$ cat config.mk
export PLATFORM = sky130hd
export DESIGN_NAME = quoted_field_splitter
export DESIGN_NICKNAME = d
export VERILOG_FILES = /design/src/rtl/core/qfs_pkg.sv /design/src/rtl/core/qfs_front.sv /design/src/rtl/core/qfs_queue.sv /design/src/rtl/core/qfs_back.sv /design/src/rtl/core/quoted_field_splitter.sv
export SDC_FILE = /design/constraint.sdc
export NUM_CORES = 1
export LEC_CHECK = 0
export ABC_CLOCK_PERIOD_IN_PS = 2900
export BUFFER_PORTS_ARGS = -buffer_cell sky130_fd_sc_hd__buf_2
export CORE_AREA = 2 2 99 120
export CTS_CLUSTER_DIAMETER = 80
export DETAILED_ROUTE_END_ITERATION = 12
export DIE_AREA = 0 0 101 122
export PLACE_DENSITY = 0.71
export SKIP_CTS_REPAIR_TIMING = 1
export SLEW_MARGIN = 25
export SYNTH_ARGS = -nofsm -noshare
export SYNTH_HDL_FRONTEND = slang
export SYNTH_SLANG_ARGS = --single-unit
$ cat constraint.sdc
create_clock -name clk -period 2.9 [get_ports clk]
set_clock_uncertainty 0.1 [all_clocks]
set_input_delay 0.435 -clock clk [delete_from_list [all_inputs] [get_ports clk]]
set_output_delay 0.435 -clock clk [all_outputs]
set_load 0.05 [all_outputs]
$ cat src/rtl/core/qfs_pkg.sv
// Package: beat types, result kinds and character codes for the quoted field splitter.
`timescale 1ns / 1ps
package qfs_pkg;

  localparam logic [7:0] CHAR_NUL    = 8'h00;
  localparam logic [7:0] CHAR_QUOTE  = 8'h22;
  localparam logic [7:0] CHAR_BSLASH = 8'h5C;
  localparam logic [7:0] CHAR_SPACE  = 8'h20;
  localparam logic [7:0] CHAR_TAB    = 8'h09;
  localparam logic [7:0] CHAR_CR     = 8'h0D;

  localparam int QFS_QDEPTH = 4;
  localparam int QFS_PTR_W  = $clog2(QFS_QDEPTH);
  localparam int QFS_CNT_W  = $clog2(QFS_QDEPTH + 1);

  typedef enum logic [2:0] {
    KIND_BEGIN      = 3'd0,
    KIND_CONT       = 3'd1,
    KIND_END        = 3'd2,
    KIND_EMPTY      = 3'd3,
    KIND_DONE       = 3'd4,
    KIND_ERR_BSLASH = 3'd5,
    KIND_ERR_QUOTE  = 3'd6
  } qfs_kind_t;

  typedef struct packed {
    logic [7:0] in_byte;
    logic       end_of_line;
  } qfs_in_t;

  typedef struct packed {
    logic [2:0] kind;
    logic [7:0] out_byte;
    logic [7:0] field_count;
    logic       last_of_run;
  } qfs_out_t;

  // One queue entry: a result, and whether a done result follows it.
  typedef struct packed {
    logic       two;
    qfs_kind_t  kind;
    logic [7:0] data_byte;
    logic [7:0] count;
  } qfs_entry_t;

  typedef struct packed {
    logic       push;
    qfs_entry_t entry;
  } qfs_push_t;

endpackage

$ cat src/rtl/core/qfs_front.sv
// Front end: accepts input beats, tracks quoting state and classifies each byte.
`timescale 1ns / 1ps
module qfs_front import qfs_pkg::*; #(
  parameter int COUNT_WIDTH = 8
) (
  input  logic      clk,
  input  logic      rst_n,
  input  logic      in_valid,
  output logic      in_ready,
  input  qfs_in_t   in_data,
  input  logic      q_full,
  output qfs_push_t q_push
);

  localparam logic [COUNT_WIDTH-1:0] CountMax = {COUNT_WIDTH{1'b1}};

  logic                   field_r, field_nxt;
  logic                   quote_r, quote_nxt;
  logic                   esc_r, esc_nxt;
  logic [COUNT_WIDTH-1:0] seen_r, seen_nxt;
  logic [COUNT_WIDTH-1:0] seen_after;
  logic [COUNT_WIDTH+7:0] seen_ext;
  logic [7:0]             shown;
  logic                   accept;
  logic                   term;
  logic                   blank;
  logic                   counted;
  logic                   push;
  logic                   two;
  qfs_kind_t              kind;
  logic [7:0]             data_byte;
  logic [7:0]             c;

  assign c        = in_data.in_byte;
  assign in_ready = !q_full;
  assign accept   = in_valid && in_ready;
  assign term     = in_data.end_of_line || (c == CHAR_NUL);
  assign blank    = (c == CHAR_SPACE) || ((c >= CHAR_TAB) && (c <= CHAR_CR));

  always_comb begin
    field_nxt = field_r;
    quote_nxt = quote_r;
    esc_nxt   = esc_r;
    counted   = 1'b0;
    push      = 1'b0;
    two       = 1'b0;
    kind      = KIND_DONE;
    data_byte = 8'h00;
    if (term) begin
      push      = 1'b1;
      field_nxt = 1'b0;
      quote_nxt = 1'b0;
      esc_nxt   = 1'b0;
      if (esc_r) begin
        kind = KIND_ERR_BSLASH;
      end else if (quote_r) begin
        kind = KIND_ERR_QUOTE;
      end else if (field_r) begin
        kind = KIND_END;
        two  = 1'b1;
      end else begin
        kind = KIND_DONE;
      end
    end else if (esc_r || !((blank && !quote_r) || (c == CHAR_QUOTE) ||
                            (c == CHAR_BSLASH && quote_r))) begin
      esc_nxt   = 1'b0;
      push      = 1'b1;
      data_byte = c;
      if (!field_r) begin
        field_nxt = 1'b1;
        counted   = 1'b1;
        kind      = KIND_BEGIN;
      end else begin
        kind = KIND_CONT;
      end
    end else if (blank && !quote_r) begin
      if (field_r) begin
        field_nxt = 1'b0;
        push      = 1'b1;
        kind      = KIND_END;
      end
    end else if (c == CHAR_QUOTE) begin
      if (quote_r) begin
        push      = 1'b1;
        field_nxt = 1'b0;
        quote_nxt = 1'b0;
        if (!field_r) begin
          counted = 1'b1;
          kind    = KIND_EMPTY;
        end else begin
          kind = KIND_END;
        end
      end else begin
        quote_nxt = 1'b1;
      end
    end else begin
      esc_nxt = 1'b1;
    end
  end

  always_comb begin
    seen_after = seen_r;
    if (counted && (seen_r != CountMax)) begin
      seen_after = seen_r + 1'b1;
    end
    seen_nxt = term ? '0 : seen_after;
    seen_ext = {8'h00, seen_after};
    shown    = (seen_ext > (COUNT_WIDTH + 8)'(255)) ? 8'hFF : seen_ext[7:0];
  end

  assign q_push.push            = accept && push;
  assign q_push.entry.two       = two;
  assign q_push.entry.kind      = kind;
  assign q_push.entry.data_byte = data_byte;
  assign q_push.entry.count     = shown;

  always_ff @(posedge clk) begin
    if (!rst_n) begin
      field_r <= 1'b0;
      quote_r <= 1'b0;
      esc_r   <= 1'b0;
      seen_r  <= '0;
    end else if (accept) begin
      field_r <= field_nxt;
      quote_r <= quote_nxt;
      esc_r   <= esc_nxt;
      seen_r  <= seen_nxt;
    end
  end

  a_esc_in_quotes: assert property (@(posedge clk) disable iff (!rst_n)
    esc_r |-> quote_r)
    else $error("escape pending outside quotes");

  a_term_clears: assert property (@(posedge clk) disable iff (!rst_n)
    (accept && term) |=> (seen_r == '0) && !field_r && !quote_r && !esc_r)
    else $error("terminator left state behind");

endmodule

$ cat src/rtl/core/qfs_queue.sv
// Short queue of classified results between the front and back ends.
`timescale 1ns / 1ps
module qfs_queue import qfs_pkg::*; (
  input  logic       clk,
  input  logic       rst_n,
  input  qfs_push_t  q_push,
  output logic       q_full,
  input  logic       pop,
  output logic       q_empty,
  output qfs_entry_t head
);

  qfs_entry_t             mem_r [QFS_QDEPTH];
  logic [QFS_PTR_W-1:0]   wr_ptr_r, rd_ptr_r;
  logic [QFS_CNT_W-1:0]   cnt_r, cnt_nxt;

  assign q_full  = (cnt_r == QFS_CNT_W'(QFS_QDEPTH));
  assign q_empty = (cnt_r == '0);
  assign head    = mem_r[rd_ptr_r];

  always_comb begin
    cnt_nxt = cnt_r;
    if (q_push.push && !pop) begin
      cnt_nxt = cnt_r + 1'b1;
    end else if (pop && !q_push.push) begin
      cnt_nxt = cnt_r - 1'b1;
    end
  end

  always_ff @(posedge clk) begin
    if (q_push.push) begin
      mem_r[wr_ptr_r] <= q_push.entry;
    end
  end

  always_ff @(posedge clk) begin
    if (!rst_n) begin
      wr_ptr_r <= '0;
      rd_ptr_r <= '0;
      cnt_r    <= '0;
    end else begin
      if (q_push.push) begin
        wr_ptr_r <= wr_ptr_r + 1'b1;
      end
      if (pop) begin
        rd_ptr_r <= rd_ptr_r + 1'b1;
      end
      cnt_r <= cnt_nxt;
    end
  end

  a_no_overflow: assert property (@(posedge clk) disable iff (!rst_n)
    !(q_push.push && q_full && !pop))
    else $error("queue overflow");

endmodule

$ cat src/rtl/core/qfs_back.sv
// Back end: expands queue entries into result beats behind an output register.
`timescale 1ns / 1ps
module qfs_back import qfs_pkg::*; (
  input  logic       clk,
  input  logic       rst_n,
  input  logic       q_empty,
  input  qfs_entry_t head,
  output logic       pop,
  output logic       out_valid,
  input  logic       out_ready,
  output qfs_out_t   out_data
);

  logic       out_valid_r, out_valid_nxt;
  qfs_out_t   out_data_r, out_data_nxt;
  logic       pend_r, pend_nxt;
  logic [7:0] pend_count_r, pend_count_nxt;
  logic       slot_free;

  assign slot_free = !out_valid_r || out_ready;
  assign pop       = slot_free && !pend_r && !q_empty;
  assign out_valid = out_valid_r;
  assign out_data  = out_data_r;

  always_comb begin
    out_valid_nxt  = out_valid_r;
    out_data_nxt   = out_data_r;
    pend_nxt       = pend_r;
    pend_count_nxt = pend_count_r;
    if (slot_free) begin
      if (pend_r) begin
        out_valid_nxt            = 1'b1;
        out_data_nxt.kind        = KIND_DONE;
        out_data_nxt.out_byte    = 8'h00;
        out_data_nxt.field_count = pend_count_r;
        out_data_nxt.last_of_run = 1'b1;
        pend_nxt                 = 1'b0;
      end else if (!q_empty) begin
        out_valid_nxt            = 1'b1;
        out_data_nxt.kind        = head.kind;
        out_data_nxt.out_byte    = head.data_byte;
        out_data_nxt.field_count = head.count;
        out_data_nxt.last_of_run = !head.two;
        pend_nxt                 = head.two;
        pend_count_nxt           = head.count;
      end else begin
        out_valid_nxt = 1'b0;
      end
    end
  end

  always_ff @(posedge clk) begin
    out_data_r   <= out_data_nxt;
    pend_count_r <= pend_count_nxt;
  end

  always_ff @(posedge clk) begin
    if (!rst_n) begin
      out_valid_r <= 1'b0;
      pend_r      <= 1'b0;
    end else begin
      out_valid_r <= out_valid_nxt;
      pend_r      <= pend_nxt;
    end
  end

  a_pend_shown: assert property (@(posedge clk) disable iff (!rst_n)
    pend_r |-> out_valid_r && !out_data_r.last_of_run &&
               (out_data_r.kind == KIND_END))
    else $error("pending done without a field end on the output");

  a_no_pop_pending: assert property (@(posedge clk) disable iff (!rst_n)
    pend_r |-> !pop)
    else $error("queue popped while a done beat is pending");

endmodule

$ cat src/rtl/core/quoted_field_splitter.sv
// Top level: quoted command-line field splitter.
//
//   port group   dir   handshake            payload
//   in_*         in    in_valid/in_ready    qfs_in_t  (in_byte, end_of_line)
//   out_*        out   out_valid/out_ready  qfs_out_t (kind, out_byte, field_count, last_of_run)
//
// One input beat per cycle is accepted while the 4-entry queue has room.
// Each beat yields zero, one or two result beats; the output register sends one per cycle
// while out_ready is high, so a beat that yields two results holds the back end until both
// are sent. An accepted beat is written to the queue, then loaded into the output register.
// Synchronous active-low reset clears the quoting state, the count and the queue.
// in_ready drops only when the queue is full; out_ready stalls only the back end.
`timescale 1ns / 1ps
module quoted_field_splitter import qfs_pkg::*; #(
  parameter int COUNT_WIDTH = 8
) (
  input  logic     clk,
  input  logic     rst_n,
  input  logic     in_valid,
  output logic     in_ready,
  input  qfs_in_t  in_data,
  output logic     out_valid,
  input  logic     out_ready,
  output qfs_out_t out_data
);

  qfs_push_t  q_push;
  logic       q_full;
  logic       q_empty;
  logic       pop;
  qfs_entry_t head;

  qfs_front #(
    .COUNT_WIDTH(COUNT_WIDTH)
  ) u_front (
    .clk     (clk),
    .rst_n   (rst_n),
    .in_valid(in_valid),
    .in_ready(in_ready),
    .in_data (in_data),
    .q_full  (q_full),
    .q_push  (q_push)
  );

  qfs_queue u_queue (
    .clk    (clk),
    .rst_n  (rst_n),
    .q_push (q_push),
    .q_full (q_full),
    .pop    (pop),
    .q_empty(q_empty),
    .head   (head)
  );

  qfs_back u_back (
    .clk      (clk),
    .rst_n    (rst_n),
    .q_empty  (q_empty),
    .head     (head),
    .pop      (pop),
    .out_valid(out_valid),
    .out_ready(out_ready),
    .out_data (out_data)
  );

endmodule
Word level (Yosys, flattened, before mapping). Memories as Yosys holds them, arrays and structs flattened. A register that Yosys moved wholly into a read port is not among the register bits. Index checks and enable logic that the tools add are counted.

Register bits: 48. Bits in writable memories: 80. Input port bits: 13. Output and inout bits: 22. Logic and storage cells: 125. Memories: 1.

Memories: u_queue.mem_r (depth 4, bits a word 20, rd ports 1, clocked after Yosys merged registers in 1, write ports 1, RTL line qfs_queue.sv:13) `qfs_entry_t mem_r [QFS_QDEPTH];`.

Add/subtract/negate cells: 5. Order comparisons: 2. Eq/ne operators: 10. Muxes and demuxes: 55. Bitwise gates (word level): 2. Reduce and logical (&&, ||, !) cells: 36.

Operators by type and width (number): two-way mux 1 bit (37); two-way mux 8 bit (4); two-way mux 3 bit (10); two-way mux 20 bit (1); == test 8 x 6 -> 1 bit (second input constant) (2); logical AND 1 bit (10); zero test 1 bit (9); two-way mux 9 bit (1); AND reduction 3 bit (3); adder 8 x 1 -> 8 bit (second input constant) (1); == test 8 x 7 -> 1 bit (second input constant) (1); greater-or-equal comparator 8 x 4 -> 1 bit (second input constant) (1); less-or-equal comparator 8 x 4 -> 1 bit (second input constant) (1); zero test 8 bit (1); != test 8 bit (second input constant) (1); nonzero test 4 bit (2); logical OR 1 bit (6); != test 3 x 2 -> 1 bit (second input constant) (2); adder 2 x 1 -> 2 bit (second input constant) (2); two-way mux 2 bit (2); != test 2 x 1 -> 1 bit (second input constant) (2); AND reduction 4 bit (1); nonzero test 2 bit (2); adder 3 x 1 -> 3 bit (second input constant) (1); other kinds (6) (7).

Longest topological paths before layout. Gate-level depths: netlist of run 1.

Depth in word-level cells: 15. Gate-level depth with buffers: 12. Depth with buffers taken out: 11.

Hierarchy. From an unflattened synthesis of run 1, not the netlist that was laid out.

Cell total of the unflattened synthesis: 358. Area total of the unflattened synthesis: 5600.4 µm².

By module, submodules not included: qfs_queue (instances 1, cells an instance 147, area an instance 3330.7 µm², sequential area each 2582.5 µm²); qfs_back (instances 1, cells an instance 63, area an instance 1143.6 µm², sequential area each 880.8 µm²); qfs_front (instances 1, cells an instance 148, area an instance 1126.1 µm², sequential area each 220.2 µm²).

Worst setup path before layout of run 1. OpenSTA, ideal clock, no wires.

Path type: input port to flip-flop. Start point: input port in_data[3] in the netlist's numbering. End point: register u_queue.cnt_r[2]. Setup time: 76 ps. Arrival time: 2949 ps. Required time: 2724 ps. Slack: -224 ps. Stages on the path: 12. Buffers on the path: 1. Path through: buf_6 > nor4b_2 > a21oi_1 > o32a_1 > or3_4 > a31oi_4 > ha_1 > inv_1 > fa_1 > xor2_1 > or3_1 > a21boi_0.

RTL lines: from (decl) (RTL line quoted_field_splitter.sv:21) `input qfs_in_t in_data,`; to (signal assigned) (RTL line qfs_queue.sv:48) `cnt_r <= cnt_nxt;`; to (decl) (RTL line qfs_queue.sv:15) `logic [QFS_CNT_W-1:0] cnt_r, cnt_nxt;`.

==> results.toml, run 1 <==
[run_status]
status = "complete, no violations"

[yosys]
ys_types = 61
synth_top_area_cell = "edfxtp_1"
synth_edf_count = 108
ys_ff_latch = 130
synth_area_leaders = "edfxtp_1 58%, mux4_2 8.1%, dfxtp_1 7.9%"
syn_nets = 380
avgSynthCellArea_um2 = 15.5
synth_top_area_share_pct = 58.1
synth_cells = 360
synth_flop_cell = "edfxtp_1"
ys_async_sr_fraction_pct = 0
syn_area_mm2 = 0.00558
ys_warn_count = 0
yosysSeqAreaShare_pct = 66.0

[sta]
fmax_mhz = 358
drv_slew = 0
tightest_slew_ps = 737
slew_headroom_pct = 50.4
min_period_ps = 2790
period_share_pct = 96.3
setup_ws_ps = 107
hold_viol = 0
rsz0062_at_grt = "false"
setup_viol = 0

[global_routing]
grt_pass1_vias = 3193
overflow = 0
grt_pass1_wl_um = 16600
grt_util_all_layers_pct = 18.1
grt_start_max_net_pins = 25
antenna_found_initial = 0

[die]
die_area_mm2 = 0.0123
num_rows = 43
start_util_pct = 49.4
io_pins = 35
die_w_um = 101
die_h_um = 122
fp.coreArea_mm2 = 0.0113

[pwr]
peakVddDrop_uv = 548
swShare_pct = 31.2
p_sw_mw = 2.05
p_clk_share_pct = 31.3
power.density_mw_per_mm2 = 979
p_total_mw = 6.58
seq_power_share_pct = 40.5
p_leak_nw = 2.36
power_frac_comb_pct = 28.2
internal_power_mw = 4.53

[route]
drc = 0
vias = 3165
drt_wl_total_um = 10200
vias_per_cell = 5.50
routedWlPerCell_um = 17.7
ant_nets = 0
drtIter0Drc = 217
drt_first_pass_iters = 5

[setup_path]
required_ps = 3140
path_class = "primary input to register"
ff2ff_setup_slack_ps = 270
timing.rr.end = "u_queue.cnt_r[2]$_SDFFE_PN0P_"
r2r-start = "u_front.quote_r$_SDFFE_PN0P_"
path_max_fanout = 2
cp.arrival_ps = 3030
end_kind = "register"
slowest_stage = "or3_4"
path_depth = 11
crit_family = "simple AND/OR/NAND/NOR gates"
critical_path_buf_inv_count = 2
critPathCapture = "u_queue.cnt_r[2]$_SDFFE_PN0P_"
startpoint_type = "primary input"
r2r_cells = 10
cpMostUsedCell = "or3_4"
slowest_delay_ps = 400
crit_start = "in_data[7]"
path_cells = "buf_2 -> or3_4 -> o32a_1 -> or3_4 -> a31oi_4 -> ha_2 -> inv_1 -> fa_2 -> xor2_1 -> or3_1 -> a21boi_0"

[placement]
dp_worst_setup_slack_ps = -351
portBuffers = 34
globalplace.congestion = 0.942
hpwl_um = 6540

[clocking]
htree_levels = 4
clkLatencyLatePin_ps = 410
cts_tree = "yes"
ctsRootBufferMaster = "clkbuf_16"
path_clk_slew_ps = 60
ctsLongestPathBuffers = 2
numCtsBuffers = 17
clock-sinks = 130

[hold_path]
hold_class = "primary input to register"
hold_start = "in_data[0]"
hold_depth = 4

[layout]
drive_gt1_share_pct = 33.2
final_util_pct = 59.5
antenna_cells = 0
nFillCells = 874
area_delta_synth_final_pct = 20.3
fin_nets = 447

[run]
max_cap_viol_count = 0
## stage by stage
step / hold slack, ps / std cells / setup TNS [ps] / area (um^2)
after floorplan: 368 / 360 / -224 / 5580
after global placement: 379 / 540 / -271 / 6090
after detailed placement: 402 / 540 / -370 / 6090
after CTS: 326 / 572 / 0 / 6670
after global routing: 378 / 575 / 0 / 6720
final: 333 / 575 / 0 / 6720
## layout make-up
cell class | instances | area [um^2] | share of cell area [%]
sequential | 130 | 3680 | 54.8
tap | 135 | 169 | 2.51
timing repair buffer | 66 | 460 | 6.85
clock inverter | 12 | 140 | 2.09
inverter | 6 | 22.5 | 0.335
multi-input combinational | 206 | 1810 | 26.9
clock buffer | 20 | 437 | 6.50
## power groups by stage
| stage | clock [mW] | sequential, mW | combinational, mW |
|---|---|---|---|
| 5_1_grt | 2.17 | 2.70 | 2.01 |
| 6_report | 2.06 | 2.66 | 1.85 |
| 2_1_floorplan | 0 | 3.22 | 0.835 |
| 3_5_place_dp | 0 | 2.71 | 1.85 |
| 4_1_cts | 2.09 | 2.67 | 1.86 |
| 3_3_place_gp | 0 | 2.69 | 1.82 |
## tightest hold or removal path: stages
cell and delay (ps):
buf_2 120, a21oi_4 70, nand4_1 90, a21boi_0 70
## cell families after synthesis
group / Yosys count / synth area share (%)
xor gates and xnor gates: 11 / 1.86
and+or+nand+nor: 105 / 11.4
buffers and inverters: 24 / 2.15
muxes: 32 / 10.4
DFF: 130 / 66.0
AOI/OAI and AO/OA: 51 / 6.48
adders and majority gates: 7 / 1.70
## sequential cells by signal, indices dropped and copies added, names as in the netlist, named ones only
| name | cells |
|---|---|
| u_queue.rd_ptr_r | 2 |
| u_queue.wr_ptr_r | 2 |
| u_front.field_r | 1 |
| u_back.pend_count_r | 8 |
| u_front.esc_r | 1 |
| u_back.out_data | 20 |
| u_back.out_valid | 1 |
| u_back.pend_r | 1 |
| u_queue.mem_r | 80 |
| u_front.seen_r | 8 |
| u_front.quote_r | 1 |
| u_queue.cnt_r | 3 |
## metal layers
layer / vias up / track usage (%) / routed length [um]
met5: - / 0 / 0
met4: 0 / 6.84 / 167
met3: 9 / 5.16 / 397
met2: 80 / 29.8 / 5260
met1: 1562 / 22.7 / 4340
li1: 1514 / - / -
## layout by cell type, fill, tap and decap left out, drive strengths merged, types with 3 or more instances in the layout
| master | instances |
|---|---|
| bufinv | 3 |
| mux2i | 3 |
| clkinv | 8 |
| nand2 | 20 |
| nand4 | 3 |
| dfxtp | 22 |
| and2 | 20 |
| xor2 | 4 |
| inv | 6 |
| mux2 | 9 |
| nor2b | 14 |
| o21ai | 12 |
| nor2 | 12 |
| clkbuf | 20 |
| nor3 | 4 |
| nand3 | 3 |
| a31oi | 4 |
| or3 | 5 |
| buf | 66 |
| xnor2 | 7 |
| nand3b | 5 |
| and3 | 4 |
| a21boi | 9 |
| nor4 | 3 |
| a21oi | 12 |
| ha | 6 |
| edfxtp | 108 |
| mux4 | 20 |
## cell usage after synthesis (2+ instances only)
cell / instances
edfxtp_1: 108
dfxtp_1: 22
mux4_2: 20
nand2_1: 20
and2_1: 18
nor2b_1: 14
nor2_1: 12
o21ai_0: 12
a21oi_1: 11
clkbuf_1: 11
a21boi_0: 9
mux2_2: 9
xnor2_1: 7
ha_1: 6
inv_1: 6
nand3b_1: 5
nor3_1: 4
a31oi_1: 3
and3_1: 3
buf_2: 3
buf_6: 3
mux2i_1: 3
nand3_1: 3
nand4_1: 3
or3_1: 3
xor2_1: 3
nand2b_1: 2
nor4_1: 2
or2_2: 2
or3_4: 2
## worst min-delay path by stage
stage                                                   to  slack, ps
after CTS                     u_front.quote_r$_SDFFE_PN0P_        330
after global placement    u_queue.wr_ptr_r[1]$_SDFFE_PN0P_        380
after global routing          u_front.quote_r$_SDFFE_PN0P_        380
final                         u_front.quote_r$_SDFFE_PN0P_        330
after detailed placement  u_queue.wr_ptr_r[1]$_SDFFE_PN0P_        400
after floorplan           u_queue.wr_ptr_r[1]$_SDFFE_PN0P_        370
No activity file was read; power rests on OpenSTA's default activity.
==> run 2, diff against run 1 <==
- PLACE_DENSITY: 0.71 -> 0.74
- RECOVER_POWER: unset -> 25
==> results.toml, run 2 (synthesis results as in run 1) <==
[layout]
regMostFlops = "u_queue.mem_r"
area_delta_synth_final_pct = 19.3
fin_area_mm2 = 0.00666
final_common_cell = "edfxtp_1"
final_cell_mix = "108 x edfxtp_1, 24 x clkbuf_1, 22 x dfxtp_1"
fin_nets = 444
largest_reg_flops = 80
antenna_cells = 0
drive_gt1_share_pct = 27.0

[pwr]
p_leak_nw = 2.29
peakVddDrop_uv = 449
power.density_mw_per_mm2 = 978
p_total_mw = 6.52

[hold_path]
hold_class = "primary input to register"

[sta]
setup_viol = 0
drv_slew = 21
slew_headroom_pct = -18.7
fmax_mhz = 359
period_share_pct = 96.2
tightest_slew_ps = 1770
rsz0062_at_grt = "false"
min_period_ps = 2790
hold_viol = 0

[die]
io_pins = 35
die_area_mm2 = 0.0123
die_w_um = 101
start_util_pct = 49.4
fp.coreArea_mm2 = 0.0113
die_h_um = 122
num_rows = 43

[route]
drt_first_pass_iters = 5
ant_nets = 0
drt_wl_total_um = 9960
vias_per_cell = 5.48
routedWlPerCell_um = 17.4
drtIter0Drc = 206
drc = 0
vias = 3134

[setup_path]
slowest_stage = "or3_4"
cpMostUsedCell = "or3_4"
cp.arrival_ps = 3030
end_kind = "register"
startpoint_type = "primary input"
slowest_delay_ps = 390
critical_path_buf_inv_count = 2
path_max_fanout = 2
required_ps = 3140
crit_family = "simple AND/OR/NAND/NOR gates"
path_cells = "buf_2 -> or3_4 -> o32a_1 -> or3_4 -> a31oi_4 -> ha_1 -> inv_1 -> fa_1 -> xor2_1 -> or3_1 -> a21boi_1"
path_class = "primary input to register"

[clocking]
ctsLongestPathBuffers = 2
htree_levels = 4
clkLatencyLatePin_ps = 410
path_clk_slew_ps = 50
clock-sinks = 130
ctsRootBufferMaster = "clkbuf_16"
cts_tree = "yes"
numCtsBuffers = 17

[placement]
hpwl_um = 6470
portBuffers = 34
placed_area_mm2 = 0.00611
globalplace.congestion = 0.818

[global_routing]
grt_pass1_wl_um = 16000
overflow = 0
antenna_found_initial = 0
grt_pass1_vias = 3139
grt_start_max_net_pins = 25
grt_util_all_layers_pct = 17.5

[run]
max_cap_viol_count = 1

[run_status]
status = "finished with violations"
violations = "max-capacitance violations, max-slew violations"
run 2: layout make-up:
class / instances / area [um^2]
clock inverters: 8 / 57.6
well taps: 135 / 169
multi-input cells: 206 / 1770
flip-flops and latches: 130 / 3680
inverters: 6 / 22.5
repair buffers: 63 / 414
fillers: 869 / 4640
clock buffers: 24 / 546
run 2: layer usage:
metal	GRT usage, %	wire length (um)	vias to the layer above	part of all wire [%]
met5	0	0	-	0
met4	6.17	126	0	1.3
met3	4.82	341	15	3.4
met2	29.5	5230	66	53
met1	21.8	4260	1546	43
li1	-	-	1507	-
run 2: where the power goes:
| group | total (mW) | internal (mW) | switching [mW] |
|---|---|---|---|
| Combinational | 1.78 | 0.589 | 1.19 |
| Sequential | 2.67 | 2.54 | 0.130 |
| Clock | 2.07 | 1.32 | 0.747 |
| Total | 6.52 | 4.45 | 2.07 |
run 2: worst paths after layout:
check | cells after the start | slack (ps) | end | startpoint
setup / recovery | 11 | 110 | u_queue.cnt_r[2]$_SDFFE_PN0P_ | in_data[7]
hold / removal | 4 | 340 | u_front.quote_r$_SDFFE_PN0P_ | in_data[0]
setup reg to reg | 11 | 230 | u_queue.cnt_r[2]$_SDFFE_PN0P_ | u_front.quote_r$_SDFFE_PN0P_
hold reg to reg | 2 | 400 | u_queue.wr_ptr_r[1]$_SDFFE_PN0P_ | u_queue.wr_ptr_r[1]$_SDFFE_PN0P_
run 2: per-stage QoR:
stage | setup TNS [ps] | hold slack, ps | utilization, % | instances | setup WS, ps
2_1_floorplan | -224 | 368 | - | 360 | -224
3_3_place_gp | -357 | 378 | 54.1 | 540 | -299
3_5_place_dp | -422 | 392 | 54.1 | 540 | -365
4_1_cts | 0 | 338 | 59.4 | 572 | 57.9
5_1_grt | 0 | 369 | 59.0 | 572 | 32.4
6_report | 0 | 339 | 59.0 | 572 | 111
run 2: worst min-delay path, delay by kind of cell:
family                 cells  cell delay [ps]
and+or+nand+nor            1               90
buffers and inverters      1              130
AOI/OAI and AO/OA          2              140
==> run 3, diff against run 2 <==
- ABC_AREA: unset -> 1
- ABC_CLOCK_PERIOD_IN_PS: 2900 -> 2600
- CORE_AREA: 2 2 99 120 -> 2 2 98 119
- DIE_AREA: 0 0 101 122 -> 0 0 100 121
- PLACE_DENSITY: 0.74 -> 0.72
- clock period: 2.9 -> 2.6 ns (I/O delays scaled with it)
==> results.toml, run 3 <==
[layout]
drive_gt1_share_pct = 15.2
antenna_cells = 0
final_util_pct = 60.3
regMostFlops = "u_queue.mem_r"
area_delta_synth_final_pct = 19.4
final_common_cell = "edfxtp_1"
final_cell_mix = "108 x edfxtp_1, 95 x nor2_1, 76 x nand2_1"
largest_reg_flops = 80
fin_area_mm2 = 0.00659
fin_nets = 594

[setup_path]
slowest_stage = "dfxtp_1"
ff2ff_setup_slack_ps = 300
end_kind = "register"
r2r-start = "u_front.quote_r$_SDFFE_PN0P_"
critical_path_buf_inv_count = 2
r2r_cells = 12
timing.rr.end = "u_queue.cnt_r[1]$_SDFFE_PN0P_"
crit_family = "simple AND/OR/NAND/NOR gates"
path_cells = "nand4_1 -> nand3_4 -> nand2_2 -> nor2_2 -> nand2_2 -> nand2_4 -> inv_2 -> ha_1 -> inv_1 -> fa_1 -> o21ai_0 -> nor2_1"
path_max_fanout = 7
startpoint_type = "register"
required_ps = 2800
crit_start = "u_front.quote_r$_SDFFE_PN0P_"
cp.arrival_ps = 2500
slowest_delay_ps = 470
path_class = "register to register"
cpMostUsedCell = "nand2_2"

[route]
vias = 3855
ant_nets = 0
drc = 0
drt_wl_total_um = 11100
drtIter0Drc = 270
vias_per_cell = 5.36
drt_first_pass_iters = 4
routedWlPerCell_um = 15.4

[global_routing]
antenna_found_initial = 0
grt_pass1_vias = 3789
grt_pass1_wl_um = 17600
grt_start_max_net_pins = 41
grt_util_all_layers_pct = 19.1
overflow = 0

[hold_path]
hold_class = "primary input to register"
hold_start = "out_ready"
worst_hold_path.endpoint = "u_back.pend_r$_SDFFE_PN0N_"
hold_depth = 4

[die]
fp.coreArea_mm2 = 0.0109
die_h_um = 121
start_util_pct = 50.5
die_w_um = 100
io_pins = 35
num_rows = 42
die_area_mm2 = 0.0121

[clocking]
clock-sinks = 130
numCtsBuffers = 17
cts_tree = "yes"
path_clk_slew_ps = 60
htree_levels = 4
clkLatencyLatePin_ps = 410
ctsLongestPathBuffers = 2
ctsRootBufferMaster = "clkbuf_16"

[sta]
tns_ps = 0
period_share_pct = 88.4
min_period_ps = 2300
rsz0062_at_grt = "false"
slew_headroom_pct = 27.1
fmax_mhz = 435
drv_slew = 0
whs_ps = 189
hold_viol = 0
setup_viol = 0
tightest_slew_ps = 1090

[pwr]
peakVddDrop_uv = 536
p_leak_nw = 2.53
power.density_mw_per_mm2 = 1170
p_total_mw = 7.69

[yosys]
ys_top_cells_by_count = "108 x edfxtp_1, 93 x nor2_1, 77 x nand2_1"
synth_flop_cell = "edfxtp_1"
synth_area_leaders = "edfxtp_1 59%, dfxtp_1 8.0%, nor2_1 6.3%"
ys_ff_latch = 130
avgSynthCellArea_um2 = 10.8
synth_top_area_share_pct = 58.8
ys_warn_count = 0
synth_edf_count = 108
syn_nets = 530
synth_most_common_cell = "edfxtp_1"
ys_types = 32
syn_area_mm2 = 0.00552
ys_async_sr_fraction_pct = 0
synth_top_area_cell = "edfxtp_1"
synth_cells = 510
yosysSeqAreaShare_pct = 66.8

[run]
max_cap_viol_count = 0

[placement]
portBuffers = 34
globalplace.congestion = 0.914
hpwl_um = 7030
placed_area_mm2 = 0.00605

[run_status]
status = "complete, no violations"
run 3: how the worst max path moves through the flow:
stage                                     to  slack, ps  cells past startpoint
6_report       u_queue.cnt_r[1]$_SDFFE_PN0P_        300                     12
5_1_grt        u_queue.cnt_r[2]$_SDFFE_PN0P_        110                     15
4_1_cts        u_queue.cnt_r[2]$_SDFFE_PN0P_        300                     15
3_5_place_dp   u_queue.cnt_r[2]$_SDFFE_PN0P_        -90                     19
3_3_place_gp   u_queue.cnt_r[2]$_SDFFE_PN0P_        -20                     19
2_1_floorplan  u_queue.mem_r[0][0]$_DFFE_PP_          6                     10
run 3: cell families (layout without fill, tap and decap cells):
kind of cell,count (synthesis),after routing,share of synthesized area (%)
AO/OA/AOI/OAI,94,94,8.93
buffers and inverters,59,136,4.06
flip-flops,130,130,66.8
adder cells (fa/ha/maj),7,7,1.72
XOR/XNOR,5,5,0.794
AND/OR/NAND/NOR,215,215,17.7
run 3: through the flow:
stage	worst slack, ps	std cells
finish	302	719
global route	113	719
CTS	296	719
detailed placement	-90.7	687
global placement	-24.0	687
floorplan	5.73	510
run 3: power breakdown:
group / internal (mW) / leakage, nW / switching [mW] / total, mW
clock network: 1.50 / 0.294 / 0.845 / 2.35
logic: 0.556 / 1.06 / 1.75 / 2.30
registers: 2.90 / 1.18 / 0.147 / 3.04
run 3: worst register-to-register path: cells and delay by family (launching register included):
kind,cells,cell delay [ps]
AND/OR/NAND/NOR,7,760
flip-flops,1,470
buffers and inverters,2,120
AO/OA/AOI/OAI,1,160
adder cells (fa/ha/maj),2,590
run 3: final cells by class:
class,instances,area [um^2]
clock buffers,18,429
clock inverters,14,163
fillers,858,4340
inverters,43,164
multi-input cells,321,1600
flip-flops and latches,130,3680
well taps,132,165
repair buffers,61,385
run 3: per-layer routing:
metal,wire length [um],part of all wire [%],GRT usage (%),vias up
met4,201,1.8,8.73,0
met1,4550,41,22.1,1848
met2,5850,53,33.2,115
li1,-,-,-,1876
met3,472,4.3,4.84,16
met5,0,0,0,-
